`config.mk`:
```
export PLATFORM = sky130hd
export DESIGN_NAME = rpn_rule_stack_evaluator
export DESIGN_NICKNAME = d
export VERILOG_FILES = /design/src/hw/rtl/rpnse_pkg.sv /design/src/hw/rtl/rpnse_sdiv.sv /design/src/hw/rtl/rpn_rule_stack_evaluator.sv
export SDC_FILE = /design/constraint.sdc
export NUM_CORES = 2
export LEC_CHECK = 0
export BUFFER_PORTS_ARGS = -buffer_cell sky130_fd_sc_hd__buf_2
export CORE_ASPECT_RATIO = 0.5
export CORE_MARGIN = 4
export CORE_UTILIZATION = 55
export DETAILED_ROUTE_END_ITERATION = 10
export PLACE_DENSITY = 0.75
export REMOVE_ABC_BUFFERS = 1
export SYNTH_ARGS = -nofsm -noshare
export SYNTH_HDL_FRONTEND = slang
export SYNTH_SLANG_ARGS = --single-unit
```
`constraint.sdc`:
```
create_clock -name i_clk -period 11.25 [get_ports i_clk]
set_clock_uncertainty 0.15 [all_clocks]
set_input_delay 0.5625 -clock i_clk [delete_from_list [all_inputs] [get_ports i_clk]]
set_output_delay 0.5625 -clock i_clk [all_outputs]
set_load 0.01 [all_outputs]
```
`src/hw/rtl/rpnse_pkg.sv`:
```
// shared types, constants and helper functions of the rpn rule stack evaluator
package rpnse_pkg;

    localparam int STACK_DEPTH_DEF = 16;
    localparam int NUM_REGS_DEF    = 10;
    localparam int DATA_W          = 32;
    localparam int CMD_W           = 5;
    localparam int RIDX_W          = 4;
    localparam int SLEEP_W         = 31;
    localparam int BOOL_REGS       = 10;
    localparam int S_TDATA_W       = 40;
    // top_value, write_valid, write_index, write_value, sleep_ms
    localparam int RES_FIXED_W     = DATA_W + 1 + RIDX_W + DATA_W + SLEEP_W;

    localparam logic [BOOL_REGS-1:0] BOOL_MASK_RST = 10'd231;

    typedef enum logic [CMD_W-1:0] {
        CMD_PUSH_LIT = 5'd0,
        CMD_PUSH_REF = 5'd1,
        CMD_ASSIGN   = 5'd2,
        CMD_SLEEP    = 5'd3,
        CMD_LAND     = 5'd4,
        CMD_LOR      = 5'd5,
        CMD_GE       = 5'd6,
        CMD_EQ       = 5'd7,
        CMD_LE       = 5'd8,
        CMD_NE       = 5'd9,
        CMD_AND      = 5'd10,
        CMD_OR       = 5'd11,
        CMD_XOR      = 5'd12,
        CMD_ADD      = 5'd13,
        CMD_SUB      = 5'd14,
        CMD_MUL      = 5'd15,
        CMD_DIV      = 5'd16,
        CMD_MOD      = 5'd17,
        CMD_LT       = 5'd18,
        CMD_GT       = 5'd19,
        CMD_NOT      = 5'd20,
        CMD_NOP      = 5'd21,
        CMD_EXT_SET  = 5'd22
    } t_cmd;

    typedef enum logic [1:0] {
        ST_OK    = 2'd0,
        ST_UNDER = 2'd1,
        ST_DIVZ  = 2'd2,
        ST_OVER  = 2'd3
    } t_status;

    // binary operators other than divide and modulo, a is the popped top
    function automatic logic [DATA_W-1:0] alu(logic [CMD_W-1:0] op,
                                              logic [DATA_W-1:0] a,
                                              logic [DATA_W-1:0] b);
        logic [DATA_W-1:0] r;
        r = '0;
        case (op)
            CMD_LAND: r = DATA_W'(a != '0 && b != '0);
            CMD_LOR:  r = DATA_W'(a != '0 || b != '0);
            CMD_GE:   r = DATA_W'($signed(a) >= $signed(b));
            CMD_EQ:   r = DATA_W'(a == b);
            CMD_LE:   r = DATA_W'($signed(a) <= $signed(b));
            CMD_NE:   r = DATA_W'(a != b);
            CMD_AND:  r = a & b;
            CMD_OR:   r = a | b;
            CMD_XOR:  r = a ^ b;
            CMD_ADD:  r = a + b;
            CMD_SUB:  r = a - b;
            CMD_MUL:  r = a * b;
            CMD_LT:   r = DATA_W'($signed(a) < $signed(b));
            CMD_GT:   r = DATA_W'($signed(a) > $signed(b));
            default:  r = '0;
        endcase
        return r;
    endfunction

    // boolean registers take 0 or 1 only
    function automatic logic [DATA_W-1:0] coerce(logic [BOOL_REGS-1:0] mask,
                                                 logic [DATA_W-1:0] idx,
                                                 logic [DATA_W-1:0] v);
        logic [15:0]       m16;
        logic [DATA_W-1:0] r;
        m16 = 16'(mask);
        r   = v;
        if (idx < DATA_W'(BOOL_REGS) && m16[idx[3:0]]) begin
            r = DATA_W'(v != '0);
        end
        return r;
    endfunction

endpackage

```
`src/hw/rtl/rpnse_sdiv.sv`:
```
// bit-serial signed 32-bit divider, truncating quotient and remainder
module rpnse_sdiv (
    input  logic                         i_clk,
    input  logic                         i_rst_n,
    input  logic                         i_start,
    input  logic [rpnse_pkg::DATA_W-1:0] i_dividend,
    input  logic [rpnse_pkg::DATA_W-1:0] i_divisor,
    output logic                         o_done,
    output logic [rpnse_pkg::DATA_W-1:0] o_quot,
    output logic [rpnse_pkg::DATA_W-1:0] o_rem
);

    localparam int DW    = rpnse_pkg::DATA_W;
    localparam int CNT_W = $clog2(DW);

    logic             r_busy;
    logic             r_fix;
    logic             r_done;
    logic [CNT_W-1:0] r_cnt;
    logic [DW-1:0]    r_rem;
    logic [DW-1:0]    r_quo;
    logic [DW-1:0]    r_dvs;
    logic             r_neg_q;
    logic             r_neg_r;
    logic [DW-1:0]    r_oq;
    logic [DW-1:0]    r_or;

    logic [DW:0]      trial;

    assign trial = {r_rem, r_quo[DW-1]} - {1'b0, r_dvs};

    always_ff @(posedge i_clk) begin
        if (!i_rst_n) begin
            r_busy <= 1'b0;
            r_fix  <= 1'b0;
            r_done <= 1'b0;
        end else begin
            r_done <= 1'b0;
            if (i_start) begin
                r_busy  <= 1'b1;
                r_cnt   <= '0;
                r_rem   <= '0;
                r_quo   <= i_dividend[DW-1] ? -i_dividend : i_dividend;
                r_dvs   <= i_divisor[DW-1] ? -i_divisor : i_divisor;
                r_neg_q <= i_dividend[DW-1] ^ i_divisor[DW-1];
                r_neg_r <= i_dividend[DW-1];
            end else if (r_busy) begin
                // restoring step: one quotient bit per cycle
                if (!trial[DW]) begin
                    r_rem <= trial[DW-1:0];
                end else begin
                    r_rem <= {r_rem[DW-2:0], r_quo[DW-1]};
                end
                r_quo <= {r_quo[DW-2:0], ~trial[DW]};
                r_cnt <= r_cnt + CNT_W'(1);
                if (r_cnt == CNT_W'(DW - 1)) begin
                    r_busy <= 1'b0;
                    r_fix  <= 1'b1;
                end
            end else if (r_fix) begin
                r_oq   <= r_neg_q ? -r_quo : r_quo;
                r_or   <= r_neg_r ? -r_rem : r_rem;
                r_fix  <= 1'b0;
                r_done <= 1'b1;
            end
        end
    end

    assign o_done = r_done;
    assign o_quot = r_oq;
    assign o_rem  = r_or;

endmodule

```
`src/hw/rtl/rpn_rule_stack_evaluator.sv`:
```
// top level of the rpn rule stack evaluator: sequencer, operand stack and io registers
//
//  channel   | dir | tdata (low bit up)                        | tuser
//  s_axis    | in  | literal_value[31:0], reg_index[35:32]     | command[4:0]
//  m_axis    | out | depth, top_value, write_valid,            | status[1:0]
//            |     | write_index, write_value, sleep_ms        |
//  i_cfg_*   | in  | bool_mask[9:0], written when i_cfg_wr_en  | -
//
//  one transaction at a time: accept, decode, operand read and resolve for pops, execute,
//  result push for ops that leave a value, top read and resolve (skipped when the stack
//  ends empty) and output register load; divide and modulo wait for the shared divider
//  that retires one quotient bit per cycle; the input reopens in the cycle after the load
//  reset clears the stack count and io register valid bits and loads bool_mask with 231
//  a result waits in the output register while the next transaction is accepted
module rpn_rule_stack_evaluator #(
    parameter int  STACK_DEPTH = rpnse_pkg::STACK_DEPTH_DEF,
    parameter int  NUM_REGS    = rpnse_pkg::NUM_REGS_DEF,
    localparam int DEPTH_W     = $clog2(STACK_DEPTH + 1),
    localparam int M_TDATA_W   = ((DEPTH_W + rpnse_pkg::RES_FIXED_W + 7) / 8) * 8
) (
    input  logic                            i_clk,
    input  logic                            i_rst_n,
    // configuration write
    input  logic                            i_cfg_wr_en,
    input  logic [rpnse_pkg::BOOL_REGS-1:0] i_cfg_wr_data,   // bool_mask
    // input stream
    input  logic                            s_axis_tvalid,
    output logic                            s_axis_tready,
    input  logic [rpnse_pkg::S_TDATA_W-1:0] s_axis_tdata,    // literal_value, reg_index
    input  logic [rpnse_pkg::CMD_W-1:0]     s_axis_tuser,    // command
    // result stream
    output logic                            m_axis_tvalid,
    input  logic                            m_axis_tready,
    output logic [M_TDATA_W-1:0]            m_axis_tdata,    // depth, top_value, write_valid,
                                                             // write_index, write_value, sleep_ms
    output logic [1:0]                      m_axis_tuser     // status
);

    localparam int DW = rpnse_pkg::DATA_W;
    localparam int AW = $clog2(STACK_DEPTH);
    localparam int RW = (NUM_REGS > 1) ? $clog2(NUM_REGS) : 1;
    localparam int IW = rpnse_pkg::RIDX_W;
    localparam int EW = DW + 1;    // stack entry: reference flag over value or index

    typedef enum logic [3:0] {
        S_IDLE,
        S_DEC,
        S_RES_A,
        S_GET_A,
        S_GET_B,
        S_EXEC,
        S_DIV,
        S_PUSH,
        S_TOP,
        S_TOP_RES,
        S_TOP_GET,
        S_OUT
    } t_state;

    // sequencer and working registers
    t_state                          r_state;
    logic [rpnse_pkg::CMD_W-1:0]     r_cmd;
    logic [DW-1:0]                   r_lit;
    logic [IW-1:0]                   r_ridx;
    logic [DEPTH_W-1:0]              r_count;
    logic [EW-1:0]                   r_ent_a;
    logic [EW-1:0]                   r_ent_b;
    logic [DW-1:0]                   r_val_a;
    logic [DW-1:0]                   r_val_b;
    logic [DW-1:0]                   r_res;
    rpnse_pkg::t_status              r_st;
    logic                            r_wv;
    logic [IW-1:0]                   r_widx;
    logic [DW-1:0]                   r_wval;
    logic [rpnse_pkg::SLEEP_W-1:0]   r_sleep;
    logic [DW-1:0]                   r_top;
    logic [rpnse_pkg::BOOL_REGS-1:0] r_bool_mask;

    // output register
    logic                            r_m_vld;
    rpnse_pkg::t_status              r_o_st;
    logic [DEPTH_W-1:0]              r_o_depth;
    logic [DW-1:0]                   r_o_top;
    logic                            r_o_wv;
    logic [IW-1:0]                   r_o_widx;
    logic [DW-1:0]                   r_o_wval;
    logic [rpnse_pkg::SLEEP_W-1:0]   r_o_sleep;

    // operand stack and io register file
    logic [EW-1:0]                   r_stk_mem [STACK_DEPTH];
    logic [EW-1:0]                   r_stk_q;
    logic [DW-1:0]                   r_reg_mem [NUM_REGS];
    logic [NUM_REGS-1:0]             r_reg_vld;
    logic [DW-1:0]                   r_reg_q;
    logic                            r_reg_vq;

    logic                            stk_we;
    logic [AW-1:0]                   stk_waddr;
    logic [AW-1:0]                   stk_raddr;
    logic [EW-1:0]                   stk_wdata;
    logic [DEPTH_W-1:0]              cnt_m1;
    logic                            reg_we;
    logic [RW-1:0]                   reg_waddr;
    logic [RW-1:0]                   reg_raddr;
    logic [DW-1:0]                   reg_wdata;

    logic                            full;
    logic                            ridx_ok;
    logic                            two_pop;
    logic                            div_start;
    logic                            div_done;
    logic [DW-1:0]                   div_quot;
    logic [DW-1:0]                   div_rem;

    // a reference that names an existing register
    function automatic logic in_range(logic [EW-1:0] ent);
        return ent[DW] && (ent[DW-1:0] < DW'(NUM_REGS));
    endfunction

    // literal as is, reference through the register file, unwritten registers read zero
    function automatic logic [DW-1:0] resolve(logic [EW-1:0] ent, logic [DW-1:0] q,
                                              logic vq);
        logic [DW-1:0] v;
        if (!ent[DW]) begin
            v = ent[DW-1:0];
        end else if (in_range(ent) && vq) begin
            v = q;
        end else begin
            v = '0;
        end
        return v;
    endfunction

    assign full      = (r_count == DEPTH_W'(STACK_DEPTH));
    assign ridx_ok   = (DW'(r_ridx) < DW'(NUM_REGS));
    assign two_pop   = (r_cmd == rpnse_pkg::CMD_ASSIGN) ||
                       ((r_cmd >= rpnse_pkg::CMD_LAND) && (r_cmd <= rpnse_pkg::CMD_GT));
    assign cnt_m1    = r_count - DEPTH_W'(1);
    // the stack is always read just below the count: the top before and after each pop
    assign stk_raddr = cnt_m1[AW-1:0];
    assign stk_waddr = r_count[AW-1:0];
    // the register file is always read at the index in the entry just fetched
    assign reg_raddr = RW'(r_stk_q[DW-1:0]);

    assign div_start = (r_state == S_EXEC) && (r_val_b != '0) &&
                       ((r_cmd == rpnse_pkg::CMD_DIV) || (r_cmd == rpnse_pkg::CMD_MOD));

    // memory write control
    always_comb begin
        stk_we    = 1'b0;
        stk_wdata = {1'b0, r_res};
        reg_we    = 1'b0;
        reg_waddr = RW'(r_ent_a[DW-1:0]);
        reg_wdata = rpnse_pkg::coerce(r_bool_mask, r_ent_a[DW-1:0], r_val_b);
        case (r_state)
            S_DEC: begin
                if (!full && r_cmd == rpnse_pkg::CMD_PUSH_LIT) begin
                    stk_we    = 1'b1;
                    stk_wdata = {1'b0, r_lit};
                end
                if (!full && r_cmd == rpnse_pkg::CMD_PUSH_REF) begin
                    stk_we    = 1'b1;
                    stk_wdata = {1'b1, DW'(r_ridx)};
                end
                if (r_cmd == rpnse_pkg::CMD_EXT_SET) begin
                    reg_we    = ridx_ok;
                    reg_waddr = RW'(r_ridx);
                    reg_wdata = rpnse_pkg::coerce(r_bool_mask, DW'(r_ridx), r_lit);
                end
            end
            S_EXEC: begin
                // assign: target is entry a, source value is b
                reg_we = (r_cmd == rpnse_pkg::CMD_ASSIGN) && in_range(r_ent_a);
            end
            S_PUSH: begin
                stk_we = 1'b1;
            end
            default: begin
            end
        endcase
    end

    always_ff @(posedge i_clk) begin
        if (stk_we) begin
            r_stk_mem[stk_waddr] <= stk_wdata;
        end
        r_stk_q <= r_stk_mem[stk_raddr];
    end

    always_ff @(posedge i_clk) begin
        if (reg_we) begin
            r_reg_mem[reg_waddr] <= reg_wdata;
        end
        r_reg_q  <= r_reg_mem[reg_raddr];
        r_reg_vq <= r_reg_vld[reg_raddr];
    end

    // io registers read as zero until written
    always_ff @(posedge i_clk) begin
        if (!i_rst_n) begin
            r_reg_vld <= '0;
        end else if (reg_we) begin
            r_reg_vld[reg_waddr] <= 1'b1;
        end
    end

    rpnse_sdiv u_div (
        .i_clk      (i_clk),
        .i_rst_n    (i_rst_n),
        .i_start    (div_start),
        .i_dividend (r_val_a),
        .i_divisor  (r_val_b),
        .o_done     (div_done),
        .o_quot     (div_quot),
        .o_rem      (div_rem)
    );

    // sequencer
    always_ff @(posedge i_clk) begin
        if (!i_rst_n) begin
            r_state     <= S_IDLE;
            r_count     <= '0;
            r_m_vld     <= 1'b0;
            r_bool_mask <= rpnse_pkg::BOOL_MASK_RST;
        end else begin
            if (i_cfg_wr_en) begin
                r_bool_mask <= i_cfg_wr_data;
            end
            // the result register reloads in S_OUT, which sets the valid itself
            if (m_axis_tready && r_state != S_OUT) begin
                r_m_vld <= 1'b0;
            end
            case (r_state)
                S_IDLE: begin
                    if (s_axis_tvalid) begin
                        r_cmd   <= s_axis_tuser;
                        r_lit   <= s_axis_tdata[DW-1:0];
                        r_ridx  <= s_axis_tdata[DW+IW-1:DW];
                        r_st    <= rpnse_pkg::ST_OK;
                        r_wv    <= 1'b0;
                        r_widx  <= '0;
                        r_wval  <= '0;
                        r_sleep <= '0;
                        r_state <= S_DEC;
                    end
                end
                S_DEC: begin
                    r_state <= S_TOP;
                    case (r_cmd) inside
                        rpnse_pkg::CMD_PUSH_LIT, rpnse_pkg::CMD_PUSH_REF: begin
                            if (full) begin
                                r_st <= rpnse_pkg::ST_OVER;
                            end else begin
                                r_count <= r_count + DEPTH_W'(1);
                            end
                        end
                        rpnse_pkg::CMD_ASSIGN, [rpnse_pkg::CMD_LAND:rpnse_pkg::CMD_GT]: begin
                            if (r_count < DEPTH_W'(2)) begin
                                // the single entry, if any, stays popped
                                r_st    <= rpnse_pkg::ST_UNDER;
                                r_count <= '0;
                            end else begin
                                r_count <= cnt_m1;
                                r_state <= S_RES_A;
                            end
                        end
                        rpnse_pkg::CMD_SLEEP, rpnse_pkg::CMD_NOT: begin
                            if (r_count == '0) begin
                                r_st <= rpnse_pkg::ST_UNDER;
                            end else begin
                                r_count <= cnt_m1;
                                r_state <= S_RES_A;
                            end
                        end
                        rpnse_pkg::CMD_EXT_SET: begin
                            if (ridx_ok) begin
                                r_wv   <= 1'b1;
                                r_widx <= r_ridx;
                                r_wval <= reg_wdata;
                            end
                        end
                        default: begin
                        end
                    endcase
                end
                S_RES_A: begin
                    // entry a arrived; the read of b is under way
                    r_ent_a <= r_stk_q;
                    if (two_pop) begin
                        r_count <= cnt_m1;
                    end
                    r_state <= S_GET_A;
                end
                S_GET_A: begin
                    r_val_a <= resolve(r_ent_a, r_reg_q, r_reg_vq);
                    r_ent_b <= r_stk_q;
                    r_state <= two_pop ? S_GET_B : S_EXEC;
                end
                S_GET_B: begin
                    r_val_b <= resolve(r_ent_b, r_reg_q, r_reg_vq);
                    r_state <= S_EXEC;
                end
                S_EXEC: begin
                    r_state <= S_PUSH;
                    case (r_cmd)
                        rpnse_pkg::CMD_ASSIGN: begin
                            if (in_range(r_ent_a)) begin
                                r_wv   <= 1'b1;
                                r_widx <= r_ent_a[IW-1:0];
                                r_wval <= reg_wdata;
                            end
                            r_state <= S_TOP;
                        end
                        rpnse_pkg::CMD_SLEEP: begin
                            // negative durations clamp to zero
                            r_sleep <= r_val_a[DW-1] ? '0 : r_val_a[rpnse_pkg::SLEEP_W-1:0];
                            r_state <= S_TOP;
                        end
                        rpnse_pkg::CMD_NOT: begin
                            r_res <= DW'(r_val_a == '0);
                        end
                        rpnse_pkg::CMD_DIV, rpnse_pkg::CMD_MOD: begin
                            if (r_val_b == '0) begin
                                r_st  <= rpnse_pkg::ST_DIVZ;
                                r_res <= '0;
                            end else begin
                                r_state <= S_DIV;
                            end
                        end
                        default: begin
                            r_res <= rpnse_pkg::alu(r_cmd, r_val_a, r_val_b);
                        end
                    endcase
                end
                S_DIV: begin
                    if (div_done) begin
                        r_res   <= (r_cmd == rpnse_pkg::CMD_DIV) ? div_quot : div_rem;
                        r_state <= S_PUSH;
                    end
                end
                S_PUSH: begin
                    r_count <= r_count + DEPTH_W'(1);
                    r_state <= S_TOP;
                end
                S_TOP: begin
                    // top entry read issued this cycle when the stack is not empty
                    if (r_count == '0) begin
                        r_top   <= '0;
                        r_state <= S_OUT;
                    end else begin
                        r_state <= S_TOP_RES;
                    end
                end
                S_TOP_RES: begin
                    r_ent_a <= r_stk_q;
                    r_state <= S_TOP_GET;
                end
                S_TOP_GET: begin
                    r_top   <= resolve(r_ent_a, r_reg_q, r_reg_vq);
                    r_state <= S_OUT;
                end
                S_OUT: begin
                    if (!r_m_vld || m_axis_tready) begin
                        r_m_vld   <= 1'b1;
                        r_o_st    <= r_st;
                        r_o_depth <= r_count;
                        r_o_top   <= r_top;
                        r_o_wv    <= r_wv;
                        r_o_widx  <= r_widx;
                        r_o_wval  <= r_wval;
                        r_o_sleep <= r_sleep;
                        r_state   <= S_IDLE;
                    end
                end
                default: begin
                    r_state <= S_IDLE;
                end
            endcase
        end
    end

    assign s_axis_tready = (r_state == S_IDLE);
    assign m_axis_tvalid = r_m_vld;
    assign m_axis_tuser  = r_o_st;
    assign m_axis_tdata  = M_TDATA_W'({r_o_sleep, r_o_wval, r_o_widx, r_o_wv, r_o_top,
                                       r_o_depth});

endmodule

```
Word-level counts from Yosys, hierarchy flattened. Memory sizes are Yosys's and may differ from the RTL's. A register that Yosys moved wholly into a read port is not among the register bits. Cells that the tools add are included.

Register bits: 613. Bits in writable memories: 848. Output and inout bits: 116. Logic and storage cells: 313. Memories: 2.

Add/sub/neg operators: 10. $mul: 1. Order comparisons: 15. Equality and inequality tests: 61. Muxes and demuxes: 118. Bitwise operators: 9. Reductions and logical operators: 58.

Memories: r_stk_mem (words 16, width 33, rd ports 1, clocked after Yosys merged registers in 1, write ports 1, RTL line rpn_rule_stack_evaluator.sv:90) `logic [EW-1:0] r_stk_mem [STACK_DEPTH];`; r_reg_mem (words 10, width 32, rd ports 1, clocked after Yosys merged registers in 1, write ports 1, RTL line rpn_rule_stack_evaluator.sv:92) `logic [DW-1:0] r_reg_mem [NUM_REGS];`.

Operators with widths (count): 2-to-1 mux 32 bit (28); case mux 32 bit (14 select lines) (1); case mux 32 bit (3 select lines) (2); negator 32 bit (4); case mux 32 bit (2 select lines) (2); 2-to-1 mux 31 bit (4); nonzero test 32 bit (3); 2-to-1 mux 4 bit (18); 2-to-1 mux 33 bit (2); logical NOT 32 bit (2); < comparator 32 x 4 -> 1 bit (second input constant) (2); case mux 31 bit (2 select lines) (1); case mux 4 bit (12 select lines) (1); equality test 5 x 4 -> 1 bit (second input constant) (8); equality test 5 bit (second input constant) (8); 2-to-1 mux 5 bit (8); subtractor 33 x 32 -> 33 bit (1); adder 32 bit (1); AND 32 bit (1); equality test 32 bit (1); greater-or-equal comparator 32 bit (1); > comparator 32 bit (1); less-or-equal comparator 32 bit (1); < comparator 32 bit (1); 52 further kinds (170).

Depth between registers and ports, before layout.
Depth after elaboration: 12. Mapped depth: 29. Depth with buffers taken out: 27.

Hierarchy. From an unflattened synthesis, not the netlist that was laid out.

Cells, all modules: 6227. Area, all modules: 81754.7 um2.

By module, submodules not included: rpn_rule_stack_evaluator (instances 1, cells each 5225, area each 71334.7 um2); rpnse_sdiv (instances 1, cells each 1002, area each 10420.0 um2).

Worst setup path before layout. Ideal clock, no wire load.

Path type: reg-to-reg. From: register r_val_b[1]. To: register u_div.r_oq[0], in the netlist u_div.o_quot[0], enable pin. Arrival: 9.503 ns. Setup slack: 0.931 ns. Cell stages (with the launch flop): 13. Period minus slack after synthesis: 10.319 ns. Cell sequence: edfxtp_1 -> clkbuf_1 -> inv_1 -> clkbuf_1 -> ha_1 -> nor2b_1 -> nand4_1 -> nand3b_2 -> or3_4 -> nor4_4 -> nor3_1 -> buf_2 -> nor4b_1.

Longest elaborated chain between the ends: 5.

RTL lines: start, declared (RTL line rpn_rule_stack_evaluator.sv:69) `logic [DW-1:0] r_val_b;`; start signal, assigned (RTL line rpn_rule_stack_evaluator.sv:300) `r_val_b <= resolve(r_ent_b, r_reg_q, r_reg_vq);`; nonzero test 32 bit (RTL line rpn_rule_stack_evaluator.sv:145) `assign div_start = (r_state == S_EXEC) && (r_val_b != '0) &&`; logical AND 1 bit (2 in series) (RTL line rpn_rule_stack_evaluator.sv:145); NOT 1 bit (no line); AND reduction 4 bit (no line); end signal, assigned (RTL line rpnse_sdiv.sv:61) `r_oq <= r_neg_q ? -r_quo : r_quo;`; end, declared (RTL line rpnse_sdiv.sv:25) `logic [DW-1:0] r_oq;`.

No other way between the ends. A chain may end at the register's enable or synchronous reset.

Final worst setup path.
From: register r_val_a[14]. To: register r_res[31] (data pin).

Longest elaborated chain between the ends: 4.

RTL lines: start, declared (RTL line rpn_rule_stack_evaluator.sv:68) `logic [DW-1:0] r_val_a;`; start signal, assigned (RTL line rpn_rule_stack_evaluator.sv:295) `r_val_a <= resolve(r_ent_a, r_reg_q, r_reg_vq);`; multiplier 32 x 32 -> 32 bit, or another cell as far along (RTL line rpnse_pkg.sv:68) `CMD_MUL: r = a * b;`; case mux 32 bit (14 select lines) * (RTL line rpnse_pkg.sv:56) `case (op)`; case mux 32 bit (3 select lines) * (RTL line rpn_rule_stack_evaluator.sv:305) `case (r_cmd)`; case mux 32 bit (2 select lines) * (RTL line rpn_rule_stack_evaluator.sv:233) `case (r_state)`; end signal, assigned (RTL line rpn_rule_stack_evaluator.sv:320) `r_res <= DW'(r_val_a == '0);`; end signal, assigned (RTL line rpn_rule_stack_evaluator.sv:331) `r_res <= rpnse_pkg::alu(r_cmd, r_val_a, r_val_b);`; end signal, assigned (RTL line rpn_rule_stack_evaluator.sv:337) `r_res <= (r_cmd == rpnse_pkg::CMD_DIV) ? div_quot : div_rem;`; end, declared (RTL line rpn_rule_stack_evaluator.sv:70) `logic [DW-1:0] r_res;`.

Every way passes the cells marked *; elsewhere a longest branch is shown, timed or not.

==> flow_metrics.py <==
metrics = {
    "status": {
        "status": "complete, but fails checks",
        "violations": "capacitance limit, slew limit",
    },
    "critical_path": {
        "start_kind": "flop",
        "required_ps": 11760,
        "end_kind": "flop",
        "r2r-end": "r_res[31]",
        "r2r_cells": 25,
        "worstSetupPathType": "reg -> reg",
        "critPathCapture": "r_res[31]",
        "regToRegSetupSlack_ps": 1470,
        "r2r-start": "r_val_a[14]",
        "crit_fanout": 12,
        "cp-startpoint": "r_val_a[14]",
        "cp.arrival_ps": 10290,
    },
    "cts": {
        "clkTransAtPathRegs_ps": 90,
        "cts.sinks": 1526,
        "cts_max_level": 4,
        "cts_resized": 0,
        "cts-root-buf": "clkbuf_16",
        "cts_buffers": 139,
        "clock_path_buffers": 4,
        "cts_tree": "done",
        "clk_latency_ps": 780,
    },
    "power": {
        "ir_worst_vdd_v": 0.0006701,
        "combPwrFrac": 0.514,
        "netSwitchingPower_mw": 9.837,
        "p_total_mw": 24.26,
        "p_sw_frac": 0.4055,
        "power.density_nw_per_um2": 269.9,
        "intPower_mw": 14.42,
        "seqPwrFrac": 0.289,
        "power_leakage_nw": 33.20,
        "clkPwrFrac": 0.197,
    },
    "logic_synthesis": {
        "synthDistinctLibCells": 92,
        "synthMuxAreaShare": 0.08263,
        "ys_warn_count": 0,
        "synthSimpleGateAreaFrac": 0.08566,
        "synth_edf_count": 1427,
        "synth-xor-area-share": 0.02485,
        "synth_most_common_cell": "edfxtp_1",
        "synth_area_leaders": "edfxtp_1 53%, fa_1 10%, mux4_2 6.5%",
        "synth_common_cells": "1,427 x edfxtp_1, 577 x inv_1, 574 x nor2_1, 484 x nand2_1, 411 x fa_1",
        "syn-cell-area_um2": 81410,
        "synth_top_family_by_area": "adder cells",
        "seq_area_frac_synth": 0.5507,
        "async_flop_share": 0,
        "syn_inst": 6160,
        "synth_compound_area_frac": 0.07047,
        "synth_area_leader_cell": "edfxtp_1",
        "synth_fa_ha_area_frac": 0.1415,
        "netlist.area_leader.share": 0.5264,
        "ys_ff_latch": 1526,
        "syn_avg_cell_area_um2": 13.22,
        "synth_ff_type": "edfxtp_1",
    },
    "flow_run": {
        "maxCapViolations": 2,
    },
    "sta": {
        "fin_crit_ps": 9783,
        "finalWorstSetupSlack_ps": 1467,
        "slew_headroom": -0.01615,
        "timing.final.crit_share": 0.8696,
        "fmax_ghz": 0.1022,
        "hold_violations": 0,
        "rsz0062_at_grt": "no",
        "finalSetupViolations": 0,
        "max_slew.worst_pin.slew_ps": 1508,
        "setup-tns-final_ps": 0,
        "maxSlewViolCount": 5,
    },
    "hold_path": {
        "whs_path_depth": 3,
        "hold_path_class": "in -> reg",
    },
    "floorplan": {
        "rows": 99,
        "die_h_um": 280.0,
        "core_area_um2": 146400,
        "die_area_um2": 154600,
        "pin_count": 176,
        "die_x_um": 552.1,
        "start_util": 0.5560,
    },
    "grt": {
        "grt_first_pass_wirelength_um": 391100,
        "first_global_vias": 54720,
        "grtUsageTotal": 0.3545,
        "grt_remaining_overflow": 0,
        "grt_max_degree": 72,
        "antenna_found_initial": 21,
    },
    "placed_design": {
        "portBuffers": 164,
        "dpl_cell_area_um2": 84920,
        "gp_congestion": 1.026,
        "dp_hpwl_um": 185800,
        "dp_slack_ps": 1979,
    },
    "finish": {
        "multi_input_area_um2": 33330,
        "finish.instance_area_um2": 89870,
        "drive_above_1_share": 0.1346,
        "utilization": 0.6138,
        "fill_cells": 10790,
        "nets": 7085,
        "syn_to_final_growth_pct": 10.40,
        "ff_latch_area_um2": 44850,
    },
    "route": {
        "ant_nets": 0,
        "vias_per_cell": 6.564,
        "wl_per_cell_um": 32.66,
        "vias": 55350,
        "routed_wirelength_um": 275500,
        "drc_errors": 0,
        "first_pass_iters": 10,
        "drt_iter0_drc": 8328,
    },
}
-- per-layer routing --
layer,global-route usage,vias to the layer above,part of all wire
met5,0,-,0.00030
met3,0.1142,830,0.14
li1,-,22390,-
met1,0.4786,27960,0.37
met4,0.1594,16,0.055
met2,0.5311,4157,0.44
-- worst min path at each step --
| stage | startpoint | end | slack, ps |
|---|---|---|---|
| 3_5_place_dp | r_sleep[12] | r_o_sleep[12] | 250 |
| 4_1_cts | m_axis_tready | m_axis_tvalid | 30 |
| 5_1_grt | m_axis_tready | m_axis_tvalid | 50 |
| 3_3_place_gp | r_sleep[7] | r_o_sleep[7] | 250 |
| 2_1_floorplan | r_st[0] | m_axis_tuser[0] | 250 |
| 6_report | m_axis_tready | m_axis_tvalid | 60 |
-- cell type report --
cell class,count,share of cell area
multi-input combinational,3713,0.3709
sequential,1526,0.4990
inverter,594,0.02481
tap,1969,0.02741
antenna,9,0.0002506
clock buffer,184,0.04252
timing repair buffer,378,0.02843
clock inverter,60,0.006683
-- critical path, stage by stage (launching register included) --
cell and delay (ps):
edfxtp_1 1040, inv_1 630, nor2_1 260, fa_1 440, inv_1 80, fa_1 420, fa_1 510, fa_1 550
inv_1 50, fa_1 490, inv_1 50, fa_1 530, inv_1 50, fa_1 550, fa_1 450, ha_1 350
a21o_1 230, a21o_1 180, a21o_1 190, a221oi_1 240, o2bb2ai_1 190, a2111oi_0 640, o21ai_0 250, and3_1 210
nor3_1 690, o22a_1 210
-- cells in the final DEF, fill, tap and decap left out, types with 47 or more instances in the layout --
cell type | Yosys | routed
edfxtp_1 | 1427 | 1427
inv_1 | 577 | 575
nor2_1 | 574 | 539
nand2_1 | 484 | 483
fa_1 | 411 | 411
ha_1 | 262 | 261
mux4_2 | 235 | 235
o21ai_0 | 228 | 228
xnor2_1 | 208 | 206
a21oi_1 | 201 | 200
buf_2 | 14 | 164
buf_4 | 11 | 163
clkbuf_16 | 0 | 142
mux2i_1 | 141 | 141
dfxtp_1 | 99 | 94
nor2b_1 | 93 | 93
nor3_1 | 86 | 84
a211oi_1 | 57 | 57
dlygate4sd3_1 | 0 | 51
nand3_1 | 48 | 47
-- cell families after synthesis --
group,Yosys count
and+or+nand+nor,1539
muxes,378
buffers and inverters,927
xor gates and xnor gates,231
other,1
DFF,1526
AOI/OAI and AO/OA,884
adders and majority gates,674
-- sequential cells by signal (all words and copies together), names as in the netlist, 33 cells and up --
name,cells
r_stk_q,33
r_stk_mem,528
r_ent_b,33
r_ent_a,33
r_reg_mem,320
-- power groups by stage --
stage	Combinational, mW	Clock [mW]	Sequential, mW
final	12.5	4.78	7.00
after global routing	13.4	5.07	7.01
after CTS	12.2	4.79	6.98
after detailed placement	11.9	0	7.10
after global placement	11.9	0	7.08
after floorplan	8.50	0	7.10
-- timing repair --
item | in CTS | in global routing
setup endpoints to repair | 0 | 0
hold endpoints to repair | 51 | 0
hold buffers | 51 | 0
buffers inserted | 0 | 0
-- per-stage QoR --
stage               hold slack [ps]  instances
floorplan                     250.3       5833
global route                  51.52       8424
CTS                           32.14       8424
global placement              251.1       8129
detailed placement            254.5       8129
finish                        64.57       8433
Note: power is estimated with default switching activity, not from simulation.
